$ cat config.mk
export PLATFORM = sky130hd
export DESIGN_NAME = contour_distance_decimator_flat
export DESIGN_NICKNAME = d
export VERILOG_FILES = /design/src/cdd_pkg.sv /design/src/cdd_point_if.sv /design/src/cdd_result_if.sv /design/src/cdd_cfg_if.sv /design/src/cdd_ctrl.sv /design/src/cdd_dp.sv /design/src/contour_distance_decimator.sv /design/src/flat_wrapper.sv
export SDC_FILE = /design/constraint.sdc
export NUM_CORES = 1
export LEC_CHECK = 0
export ABC_AREA = 1
export BUFFER_PORTS_ARGS = -buffer_cell sky130_fd_sc_hd__buf_2
export CAP_MARGIN = 5
export CORE_MARGIN = 2
export CORE_UTILIZATION = 50
export CTS_BUF_LIST = sky130_fd_sc_hd__clkbuf_2 sky130_fd_sc_hd__clkbuf_4 sky130_fd_sc_hd__clkbuf_8
export DETAILED_ROUTE_END_ITERATION = 12
export GPL_TIMING_DRIVEN = 0
export PLACE_DENSITY_LB_ADDON = 0.2
export RECOVER_POWER = 25
export SETUP_SLACK_MARGIN = 0.4
export SLEW_MARGIN = 20
export SYNTH_ARGS = -nofsm -noshare
export SYNTH_HDL_FRONTEND = slang
export SYNTH_SLANG_ARGS = --single-unit
export TNS_END_PERCENT = 20
$ cat constraint.sdc
create_clock -name clk -period 10.2 [get_ports clk]
set_input_delay 2.04 -clock clk [delete_from_list [all_inputs] [get_ports clk]]
set_output_delay 2.04 -clock clk [all_outputs]
set_load 0.01 [all_outputs]
$ cat src/cdd_pkg.sv
// ----------------------------------------------------------------------------
// cdd_pkg
// Shared types, constants and codes for the contour distance decimator.
// ----------------------------------------------------------------------------
package cdd_pkg;

  // default geometry
  localparam int COORD_WIDTH_DEF = 16;
  localparam int SUM_WIDTH_DEF   = 24;

  // configuration registers
  localparam int THRESH_WIDTH    = 17;
  localparam int CFG_INDEX_WIDTH = 2;
  localparam logic [THRESH_WIDTH-1:0] THRESH_RESET = 17'd16;

  typedef enum logic [CFG_INDEX_WIDTH-1:0] {
    CFG_MODE      = 2'd0,
    CFG_THRESHOLD = 2'd1
  } cfg_index_t;

  typedef enum logic {
    MODE_ANCHOR = 1'b0,
    MODE_PATH   = 1'b1
  } mode_t;

  // controller states
  typedef enum logic [3:0] {
    ST_IDLE,
    ST_DIFF,
    ST_SQX,
    ST_SQY,
    ST_THR,
    ST_SUM,
    ST_CMP,
    ST_ROOT,
    ST_ACC,
    ST_EMIT
  } state_t;

  // shared multiplier operand select
  typedef enum logic [1:0] {
    MUL_DX,
    MUL_DY,
    MUL_THR
  } mul_sel_t;

  // controller to datapath commands
  typedef struct packed {
    logic     load;
    logic     diff;
    logic     mul_en;
    mul_sel_t mul_sel;
    logic     sum;
    logic     cmp;
    logic     root_step;
    logic     acc;
    logic     commit;
  } dp_cmd_t;

  // datapath to controller status
  typedef struct packed {
    logic start;
    logic path_mode;
    logic root_last;
    logic out_free;
    logic keep;
  } dp_sts_t;

endpackage

$ cat src/cdd_point_if.sv
// ----------------------------------------------------------------------------
// cdd_point_if
// Point channel: coordinates and contour framing flags.
// ----------------------------------------------------------------------------
interface cdd_point_if #(
  parameter int W = cdd_pkg::COORD_WIDTH_DEF
);
  logic                valid;
  logic                ready;
  logic signed [W-1:0] x;
  logic signed [W-1:0] y;
  logic                contour_start;
  logic                contour_end;

  modport source (output valid, x, y, contour_start, contour_end, input ready);
  modport sink   (input valid, x, y, contour_start, contour_end, output ready);
endinterface

$ cat src/cdd_result_if.sv
// ----------------------------------------------------------------------------
// cdd_result_if
// Result channel: keep decision, point copy and end marker.
// ----------------------------------------------------------------------------
interface cdd_result_if #(
  parameter int W = cdd_pkg::COORD_WIDTH_DEF
);
  logic                valid;
  logic                ready;
  logic                keep;
  logic signed [W-1:0] out_x;
  logic signed [W-1:0] out_y;
  logic                end_mark;

  modport source (output valid, keep, out_x, out_y, end_mark, input ready);
  modport sink   (input valid, keep, out_x, out_y, end_mark, output ready);
endinterface

$ cat src/cdd_cfg_if.sv
// ----------------------------------------------------------------------------
// cdd_cfg_if
// Configuration write channel: register index and write data.
// ----------------------------------------------------------------------------
interface cdd_cfg_if;
  logic                                valid;
  logic                                ready;
  logic [cdd_pkg::CFG_INDEX_WIDTH-1:0] index;
  logic [cdd_pkg::THRESH_WIDTH-1:0]    data;

  modport source (output valid, index, data, input ready);
  modport sink   (input valid, index, data, output ready);
endinterface

$ cat src/cdd_ctrl.sv
// ----------------------------------------------------------------------------
// cdd_ctrl
// Sequencer for one point: difference, squares, sum, then compare or root and accumulate.
// ----------------------------------------------------------------------------
module cdd_ctrl (
  input  logic             clk,
  input  logic             rst,
  input  logic             in_valid,
  output logic             in_ready,
  input  cdd_pkg::dp_sts_t sts,
  output cdd_pkg::dp_cmd_t cmd,
  output cdd_pkg::state_t  state_out
);

  cdd_pkg::state_t state;
  cdd_pkg::state_t state_next;

  // state register
  always_ff @(posedge clk) begin
    if (rst) begin
      state <= cdd_pkg::ST_IDLE;
    end else begin
      state <= state_next;
    end
  end

  // next state and commands
  always_comb begin
    state_next    = state;
    cmd           = '0;
    cmd.mul_sel   = cdd_pkg::MUL_DX;
    in_ready      = 1'b0;
    case (state)
      cdd_pkg::ST_IDLE: begin
        in_ready = 1'b1;
        if (in_valid) begin
          cmd.load   = 1'b1;
          state_next = cdd_pkg::ST_DIFF;
        end
      end
      cdd_pkg::ST_DIFF: begin
        if (sts.start) begin
          state_next = cdd_pkg::ST_EMIT;
        end else begin
          cmd.diff   = 1'b1;
          state_next = cdd_pkg::ST_SQX;
        end
      end
      cdd_pkg::ST_SQX: begin
        cmd.mul_en  = 1'b1;
        cmd.mul_sel = cdd_pkg::MUL_DX;
        state_next  = cdd_pkg::ST_SQY;
      end
      cdd_pkg::ST_SQY: begin
        cmd.mul_en  = 1'b1;
        cmd.mul_sel = cdd_pkg::MUL_DY;
        state_next  = cdd_pkg::ST_THR;
      end
      cdd_pkg::ST_THR: begin
        cmd.mul_en  = 1'b1;
        cmd.mul_sel = cdd_pkg::MUL_THR;
        state_next  = cdd_pkg::ST_SUM;
      end
      cdd_pkg::ST_SUM: begin
        cmd.sum    = 1'b1;
        state_next = sts.path_mode ? cdd_pkg::ST_ROOT : cdd_pkg::ST_CMP;
      end
      cdd_pkg::ST_CMP: begin
        cmd.cmp    = 1'b1;
        state_next = cdd_pkg::ST_EMIT;
      end
      cdd_pkg::ST_ROOT: begin
        cmd.root_step = 1'b1;
        if (sts.root_last) begin
          state_next = cdd_pkg::ST_ACC;
        end
      end
      cdd_pkg::ST_ACC: begin
        cmd.acc    = 1'b1;
        state_next = cdd_pkg::ST_EMIT;
      end
      cdd_pkg::ST_EMIT: begin
        if (sts.out_free) begin
          cmd.commit = 1'b1;
          state_next = cdd_pkg::ST_IDLE;
        end
      end
      default: begin
        state_next = cdd_pkg::ST_IDLE;
      end
    endcase
  end

  assign state_out = state;

endmodule

$ cat src/cdd_dp.sv
// ----------------------------------------------------------------------------
// cdd_dp
// Datapath: config registers, point state, shared squarer, bit-serial root,
// path accumulator and the output register.
// ----------------------------------------------------------------------------
module cdd_dp #(
  parameter int COORD_WIDTH = cdd_pkg::COORD_WIDTH_DEF,
  parameter int SUM_WIDTH   = cdd_pkg::SUM_WIDTH_DEF
) (
  input  logic                                clk,
  input  logic                                rst,
  // configuration writes
  input  logic                                cfg_valid,
  output logic                                cfg_ready,
  input  logic [cdd_pkg::CFG_INDEX_WIDTH-1:0] cfg_index,
  input  logic [cdd_pkg::THRESH_WIDTH-1:0]    cfg_data,
  // point input
  input  logic signed [COORD_WIDTH-1:0]       in_x,
  input  logic signed [COORD_WIDTH-1:0]       in_y,
  input  logic                                in_start,
  input  logic                                in_end,
  // result output
  output logic                                out_valid,
  input  logic                                out_ready,
  output logic                                out_keep,
  output logic signed [COORD_WIDTH-1:0]       out_x,
  output logic signed [COORD_WIDTH-1:0]       out_y,
  output logic                                out_end,
  // controller link
  input  cdd_pkg::dp_cmd_t                    cmd,
  output cdd_pkg::dp_sts_t                    sts
);

  localparam int CW   = COORD_WIDTH;
  localparam int SW   = SUM_WIDTH;
  localparam int TW   = cdd_pkg::THRESH_WIDTH;
  localparam int DIFW = CW + 1;
  localparam int MOPW = (DIFW > TW) ? DIFW : TW;
  localparam int PW   = 2 * MOPW;
  localparam int SQW  = 2 * DIFW;
  localparam int D2W  = (SQW > 64) ? 64 : SQW;
  localparam int RW   = D2W / 2;
  localparam int CMPW = (D2W > PW) ? D2W : PW;
  localparam int ACW  = ((SW > RW) ? SW : RW) + 1;
  localparam int CNTW = $clog2(RW);
  localparam logic [CNTW-1:0] ROOT_LAST = CNTW'(RW - 1);

  // configuration
  logic          mode;
  logic [TW-1:0] threshold;

  // latched input point
  logic signed [CW-1:0] pt_x;
  logic signed [CW-1:0] pt_y;
  logic                 pt_start;
  logic                 pt_end;

  // contour state
  logic signed [CW-1:0] anchor_x;
  logic signed [CW-1:0] anchor_y;
  logic signed [CW-1:0] prev_x;
  logic signed [CW-1:0] prev_y;
  logic [SW-1:0]        path_sum;
  logic [SW-1:0]        sum_new;
  logic                 keep;

  // arithmetic registers
  logic [DIFW-1:0]   adx;
  logic [DIFW-1:0]   ady;
  logic [SQW-1:0]    sq_x;
  logic [SQW-1:0]    sq_y;
  logic [2*TW-1:0]   thr_sq;
  logic [D2W-1:0]    d2;
  logic [D2W-1:0]    rad;
  logic [RW+1:0]     rem;
  logic [RW-1:0]     root;
  logic [CNTW-1:0]   cnt;

  // combinational terms
  logic signed [CW-1:0] ref_x;
  logic signed [CW-1:0] ref_y;
  logic [DIFW-1:0]      dx;
  logic [DIFW-1:0]      dy;
  logic [MOPW-1:0]      mul_op;
  logic [PW-1:0]        prod;
  logic [SQW-1:0]       dsum;
  logic [D2W-1:0]       d2_sat;
  logic [RW+1:0]        rem_sh;
  logic [RW+1:0]        trial;
  logic [ACW-1:0]       acc_sum;
  logic [ACW-1:0]       acc_sat;
  logic [ACW-1:0]       sum_max;

  // configuration write, always taken
  assign cfg_ready = 1'b1;

  always_ff @(posedge clk) begin
    if (rst) begin
      mode      <= cdd_pkg::MODE_ANCHOR;
      threshold <= cdd_pkg::THRESH_RESET;
    end else if (cfg_valid) begin
      case (cfg_index)
        cdd_pkg::CFG_MODE:      mode      <= cfg_data[0];
        cdd_pkg::CFG_THRESHOLD: threshold <= cfg_data;
        default: begin
        end
      endcase
    end
  end

  // difference against anchor or previous point, magnitude only
  assign ref_x = (mode == cdd_pkg::MODE_PATH) ? prev_x : anchor_x;
  assign ref_y = (mode == cdd_pkg::MODE_PATH) ? prev_y : anchor_y;
  assign dx = {pt_x[CW-1], pt_x} - {ref_x[CW-1], ref_x};
  assign dy = {pt_y[CW-1], pt_y} - {ref_y[CW-1], ref_y};

  // shared squarer
  always_comb begin
    case (cmd.mul_sel)
      cdd_pkg::MUL_DX:  mul_op = MOPW'(adx);
      cdd_pkg::MUL_DY:  mul_op = MOPW'(ady);
      cdd_pkg::MUL_THR: mul_op = MOPW'(threshold);
      default:          mul_op = '0;
    endcase
  end
  assign prod = PW'(mul_op) * PW'(mul_op);

  // squared distance, saturated to 64 bits for the widest coordinates
  assign dsum = sq_x + sq_y;
  generate
    if (SQW > 64) begin : g_sat
      assign d2_sat = (|dsum[SQW-1:64]) ? {D2W{1'b1}} : dsum[63:0];
    end else begin : g_nosat
      assign d2_sat = D2W'(dsum);
    end
  endgenerate

  // one root bit per step
  assign rem_sh = {rem[RW-1:0], rad[D2W-1:D2W-2]};
  assign trial  = {root, 2'b01};

  // path accumulation with saturation
  assign sum_max = ACW'({SW{1'b1}});
  assign acc_sum = ACW'(path_sum) + ACW'(root);
  assign acc_sat = (acc_sum > sum_max) ? sum_max : acc_sum;

  // working registers
  always_ff @(posedge clk) begin
    if (cmd.load) begin
      pt_x     <= in_x;
      pt_y     <= in_y;
      pt_start <= in_start;
      pt_end   <= in_end;
      keep     <= 1'b0;
    end
    if (cmd.diff) begin
      adx <= dx[DIFW-1] ? (~dx + 1'b1) : dx;
      ady <= dy[DIFW-1] ? (~dy + 1'b1) : dy;
    end
    if (cmd.mul_en) begin
      case (cmd.mul_sel)
        cdd_pkg::MUL_DX:  sq_x   <= SQW'(prod);
        cdd_pkg::MUL_DY:  sq_y   <= SQW'(prod);
        cdd_pkg::MUL_THR: thr_sq <= prod[2*TW-1:0];
        default: begin
        end
      endcase
    end
    if (cmd.sum) begin
      d2   <= d2_sat;
      rad  <= d2_sat;
      rem  <= '0;
      root <= '0;
      cnt  <= '0;
    end
    if (cmd.cmp) begin
      keep <= CMPW'(d2) > CMPW'(thr_sq);
    end
    if (cmd.root_step) begin
      rad <= rad << 2;
      cnt <= cnt + 1'b1;
      if (rem_sh >= trial) begin
        rem  <= rem_sh - trial;
        root <= {root[RW-2:0], 1'b1};
      end else begin
        rem  <= rem_sh;
        root <= {root[RW-2:0], 1'b0};
      end
    end
    if (cmd.acc) begin
      if (acc_sat > ACW'(threshold)) begin
        keep    <= 1'b1;
        sum_new <= '0;
      end else begin
        keep    <= 1'b0;
        sum_new <= acc_sat[SW-1:0];
      end
    end
  end

  // contour state update when the result is handed over
  always_ff @(posedge clk) begin
    if (rst) begin
      anchor_x <= '0;
      anchor_y <= '0;
      prev_x   <= '0;
      prev_y   <= '0;
      path_sum <= '0;
    end else if (cmd.commit) begin
      prev_x <= pt_x;
      prev_y <= pt_y;
      if (pt_start) begin
        anchor_x <= pt_x;
        anchor_y <= pt_y;
        path_sum <= '0;
      end else begin
        if (keep) begin
          anchor_x <= pt_x;
          anchor_y <= pt_y;
        end
        if (mode == cdd_pkg::MODE_PATH) begin
          path_sum <= sum_new;
        end
      end
    end
  end

  // output register
  always_ff @(posedge clk) begin
    if (rst) begin
      out_valid <= 1'b0;
    end else if (cmd.commit) begin
      out_valid <= 1'b1;
    end else if (out_ready) begin
      out_valid <= 1'b0;
    end
  end

  always_ff @(posedge clk) begin
    if (cmd.commit) begin
      out_keep <= keep;
      out_x    <= pt_x;
      out_y    <= pt_y;
      out_end  <= pt_end;
    end
  end

  // status
  assign sts.start     = pt_start;
  assign sts.path_mode = (mode == cdd_pkg::MODE_PATH);
  assign sts.root_last = (cnt == ROOT_LAST);
  assign sts.out_free  = !out_valid || out_ready;
  assign sts.keep      = keep;

endmodule

$ cat src/contour_distance_decimator.sv
// ----------------------------------------------------------------------------
// contour_distance_decimator
// Thins contour points by distance from the last kept point or by path length.
// ----------------------------------------------------------------------------
// One point is worked on at a time and every point gives one result. A start
// point passes the difference state straight to hand-over; an anchor-mode point
// passes difference, the three squares, sum and compare, and a path-mode point
// passes difference, squares, sum, the one-bit-per-cycle square root and the
// accumulate; the three squares share one multiplier. A finished result sits
// in the output register, so a new point is accepted while it waits; the next
// result is held back until the previous one is taken.
module contour_distance_decimator #(
  parameter int COORD_WIDTH = cdd_pkg::COORD_WIDTH_DEF,
  parameter int SUM_WIDTH   = cdd_pkg::SUM_WIDTH_DEF
) (
  input  logic         clk,
  input  logic         rst,
  cdd_cfg_if.sink      cfg,
  cdd_point_if.sink    pt,
  cdd_result_if.source res
);

  cdd_pkg::dp_cmd_t cmd;
  cdd_pkg::dp_sts_t sts;
  cdd_pkg::state_t  state;
  logic             in_ready;

  // sequencer
  cdd_ctrl u_ctrl (
    .clk       (clk),
    .rst       (rst),
    .in_valid  (pt.valid),
    .in_ready  (in_ready),
    .sts       (sts),
    .cmd       (cmd),
    .state_out (state)
  );

  assign pt.ready = in_ready;

  // datapath
  cdd_dp #(
    .COORD_WIDTH (COORD_WIDTH),
    .SUM_WIDTH   (SUM_WIDTH)
  ) u_dp (
    .clk       (clk),
    .rst       (rst),
    .cfg_valid (cfg.valid),
    .cfg_ready (cfg.ready),
    .cfg_index (cfg.index),
    .cfg_data  (cfg.data),
    .in_x      (pt.x),
    .in_y      (pt.y),
    .in_start  (pt.contour_start),
    .in_end    (pt.contour_end),
    .out_valid (res.valid),
    .out_ready (res.ready),
    .out_keep  (res.keep),
    .out_x     (res.out_x),
    .out_y     (res.out_y),
    .out_end   (res.end_mark),
    .cmd       (cmd),
    .sts       (sts)
  );

  // an accepted point closes the input until its result is handed over
  a_one_in_flight: assert property (@(posedge clk) disable iff (rst)
    pt.valid && pt.ready |=> !pt.ready)
    else $error("input accepted while a point is in flight");

  // results are only loaded into a free output register
  a_commit_free: assert property (@(posedge clk) disable iff (rst)
    cmd.commit |-> (!res.valid || res.ready))
    else $error("result overwrote one not yet taken");

  // a start point is never kept
  a_start_not_kept: assert property (@(posedge clk) disable iff (rst)
    cmd.commit && sts.start |-> !sts.keep)
    else $error("start point marked as kept");

  // commit only leaves the hand-over state
  a_commit_state: assert property (@(posedge clk) disable iff (rst)
    cmd.commit |=> state == cdd_pkg::ST_IDLE)
    else $error("sequencer did not return to idle after hand-over");

endmodule

$ cat src/flat_wrapper.sv
// flat-port wrapper written by rule: the top's interface ports become plain ports
module contour_distance_decimator_flat import cdd_pkg::*;
#(
  parameter int COORD_WIDTH = cdd_pkg::COORD_WIDTH_DEF,
  parameter int SUM_WIDTH   = cdd_pkg::SUM_WIDTH_DEF
)
  (clk, rst, cfg_valid, cfg_index, cfg_data, cfg_ready, pt_valid, pt_x, pt_y, pt_contour_start, pt_contour_end, pt_ready, res_valid, res_keep, res_out_x, res_out_y, res_end_mark, res_ready);
  cdd_cfg_if cfg_i ();
  cdd_point_if #(.W((COORD_WIDTH_DEF))) pt_i ();
  cdd_result_if #(.W((COORD_WIDTH_DEF))) res_i ();
  input  logic clk;
  input  logic rst;
  input wire logic [$bits(cfg_i.valid)-1:0] cfg_valid;
  input wire logic [$bits(cfg_i.index)-1:0] cfg_index;
  input wire logic [$bits(cfg_i.data)-1:0] cfg_data;
  output wire logic [$bits(cfg_i.ready)-1:0] cfg_ready;
  input wire logic [$bits(pt_i.valid)-1:0] pt_valid;
  input wire logic [$bits(pt_i.x)-1:0] pt_x;
  input wire logic [$bits(pt_i.y)-1:0] pt_y;
  input wire logic [$bits(pt_i.contour_start)-1:0] pt_contour_start;
  input wire logic [$bits(pt_i.contour_end)-1:0] pt_contour_end;
  output wire logic [$bits(pt_i.ready)-1:0] pt_ready;
  output wire logic [$bits(res_i.valid)-1:0] res_valid;
  output wire logic [$bits(res_i.keep)-1:0] res_keep;
  output wire logic [$bits(res_i.out_x)-1:0] res_out_x;
  output wire logic [$bits(res_i.out_y)-1:0] res_out_y;
  output wire logic [$bits(res_i.end_mark)-1:0] res_end_mark;
  input wire logic [$bits(res_i.ready)-1:0] res_ready;
  assign cfg_i.valid = cfg_valid;
  assign cfg_i.index = cfg_index;
  assign cfg_i.data = cfg_data;
  assign cfg_ready = cfg_i.ready;
  assign pt_i.valid = pt_valid;
  assign pt_i.x = pt_x;
  assign pt_i.y = pt_y;
  assign pt_i.contour_start = pt_contour_start;
  assign pt_i.contour_end = pt_contour_end;
  assign pt_ready = pt_i.ready;
  assign res_valid = res_i.valid;
  assign res_keep = res_i.keep;
  assign res_out_x = res_i.out_x;
  assign res_out_y = res_i.out_y;
  assign res_end_mark = res_i.end_mark;
  assign res_i.ready = res_ready;
  contour_distance_decimator #(.COORD_WIDTH(COORD_WIDTH), .SUM_WIDTH(SUM_WIDTH)) u_core (.clk(clk), .rst(rst), .cfg(cfg_i), .pt(pt_i), .res(res_i));
endmodule
==> reports/qor.yml <==
yosys:
  synth_ff_type: "edfxtp_1"
  yosysMostFrequentCell: "nand2_1"
  yosysWarnings: 0
  synth_edf_count: 331
  ys_types: 58
  syn_inst: 3651
  yosys-top-cells-count: "782 x nand2_1, 656 x inv_1, 331 x edfxtp_1"
  ys_seq_elements: 444
  ys_top_cells_by_area: "edfxtp_1 31%, fa_1 12%, ha_1 10%"
  synth.cell_area_um2: 31900
  yosys.area.top_type: "edfxtp_1"
  synth_top_cell_area_share_pct: 31.2
  synthArstFlopShare_pct: 0
  syn_area_per_cell_um2: 8.73
  ys_seq_area_share_pct: 38.3
final_layout:
  synthToLayoutAreaGrowth_pct: 10.3
  fill_cells: 5847
  nets: 4344
  drive_gt1_share_pct: 7.91
  seq_area_um2: 12200
  multi_input_area_um2: 16800
global_routing:
  grt_pass1_wl_mm: 124
  grt_pass1_vias: 24100
  grtUsageTotal_pct: 23.3
  grt_max_degree: 43
  antenna_found_initial: 1
  grt_overflow: 0
sta:
  final.min_clock_period_ps: 8460
  layout_worst_path_cycle_share_pct: 82.9
  rsz0062_at_grt: "false"
  hold_viol: 0
  setup_viol: 0
  finClkSkew_ps: 42.3
  relSlewSlack_pct: -42.8
  tns_ps: 0
  fmax_mhz: 118
  slew_violations: 52
  worstMarginPinSlew_ps: 2130
worst_hold_path:
  whs_path_depth: 0
  holdPathEnd: "u_core.u_dp.out_end"
  hold_path.class: "reg -> reg"
  hold_start: "u_core.u_dp.pt_end"
clock_network:
  clk_pin_slew_ps: 50
  hold_buffers: 0
  clock_sinks: 444
  post_cts_buffers: 0
  cts_buffer_depth: 3
  tritoncts: "done"
  htreeDepth: 3
  clock_latency_ps: 670
  numCtsBuffers: 78
  cts_root_buf: "clkbuf_8"
  post_cts_resized: 0
detailed_routing:
  route.detailed.drc: 0
  via_count: 24300
  vias_per_cell: 5.12
  wirelength_mm: 75.5
  wl_per_cell_um: 15.9
  detail-route-antenna-nets: 0
  drt_iter0_markers: 1478
  dr.pass1.iters: 6
critical_path:
  cp.buffers_inverters: 11
  path_delay_family: "adder cells"
  cp_max_fo: 34
  worstPathRequired_ps: 10520
  cp-start-kind: "flop"
  r2r-end: "u_core.u_dp.sq_y[29]"
  critPathMaxStageDelay_ps: 630
  crit_top_cell: "inv_1"
  timing.rr.start: "u_core.u_ctrl.state_out[3]"
  cp-end-kind: "flop"
  r2r_slack_ps: 1740
  r2r_cells: 28
  critPathArrivalTime_ps: 8780
  path_class: "reg -> reg"
  crit_slowest_cell: "inv_2"
outcome:
  violations: "capacitance limit, slew limit"
  status: "finished, violations left"
placement:
  hpwl_mm: 59.3
  port_buffers: 93
  gp_congestion: 0.952
die:
  io_pins: 95
  die_h_um: 257
  die_x_um: 257
  start_util_pct: 50.6
  rows: 92
  coreArea_um2: 63100
  die_area_um2: 65800
run:
  drv_cap: 2
[sequential cells by signal, indices dropped and copies added (netlist names), 16 cells and up]
register	count
u_core.u_dp.adx	17
u_core.u_dp.ady	17
u_core.u_dp.anchor_x	16
u_core.u_dp.anchor_y	16
u_core.u_dp.d2	34
u_core.u_dp.out_x	16
u_core.u_dp.out_y	16
u_core.u_dp.path_sum	24
u_core.u_dp.prev_x	16
u_core.u_dp.prev_y	16
u_core.u_dp.pt_x	16
u_core.u_dp.pt_y	16
u_core.u_dp.rad	34
u_core.u_dp.rem	17
u_core.u_dp.root	17
u_core.u_dp.sq_x	33
u_core.u_dp.sq_y	33
u_core.u_dp.sum_new	24
u_core.u_dp.thr_sq	33
u_core.u_dp.threshold	17
[layout make-up]
type	count	share of cell area, %
Buffer	85	1.09
Multi-Input combinational cell	2454	47.8
Timing Repair Buffer	98	1.58
Clock buffer	111	3.85
Sequential cell	444	34.7
Antenna cell	1	0.00712
Tap cell	846	3.01
Clock inverter	30	0.754
Inverter	674	7.19
[stage by stage]
step / setup WS (ps) / std cells / instance area [um^2] / hold slack [ps] / utilization (%)
floorplan: 3400 / 3657 / 31900 / 400 / -
global placement: 1820 / 4596 / 33400 / 401 / 53.0
detailed placement: 1670 / 4601 / 33600 / 416 / 53.2
CTS: 1660 / 4742 / 35200 / 430 / 55.8
global route: 1210 / 4743 / 35200 / 437 / 55.7
finish: 1740 / 4743 / 35200 / 427 / 55.7
[placed cells by master, fill, tap and decap left out, drive strengths merged, types with 28 or more instances in the layout]
master and count:
nand4 43, xnor2 34, buf 131, edfxtp 331
a21oi 266, clkinv 28, nand3 135, fa 194
nand2 788, ha 257, xor2 86, nor3 29
dfxtp 113, inv 671, nor2 274, o21ai 206
clkbuf 163
[metal layers]
metal	GRT usage (%)	part of all wire [%]	up-vias
met5	0	0	-
met2	37.1	45	546
li1	-	-	12200
met3	3.92	5.0	135
met1	32.1	47	11300
met4	8.66	3.5	0
[worst max path at each step]
stage	startpoint	to	slack, ps	cells past startpoint
finish	u_core.u_ctrl.state_out[3]	u_core.u_dp.sq_y[29]	1740	28
global route	u_core.u_ctrl.state_out[3]	u_core.u_dp.sq_x[28]	1210	29
CTS	u_core.u_ctrl.state_out[3]	u_core.u_dp.sq_y[29]	1660	28
detailed placement	u_core.u_ctrl.state_out[3]	u_core.u_dp.thr_sq[29]	1670	28
global placement	u_core.u_ctrl.state_out[0]	u_core.u_dp.thr_sq[29]	1820	26
floorplan	u_core.u_ctrl.state_out[3]	u_core.u_dp.sq_x[28]	3400	31
[cells by family after synthesis]
kind of cell             count (synthesis)  share of synthesized area [%]
XOR/XNOR                               120                           3.30
AND/OR/NAND/NOR                       1296                           16.8
other                                    2                         0.0235
flip-flops                             444                           38.3
buffers and inverters                  759                           9.13
AO/OA/AOI/OAI                          579                           10.2
adder cells (fa/ha/maj)                451                           22.3
Power is not shown: default switching activity piles up to over one toggle a cycle in this logic, so the estimate is an artifact.
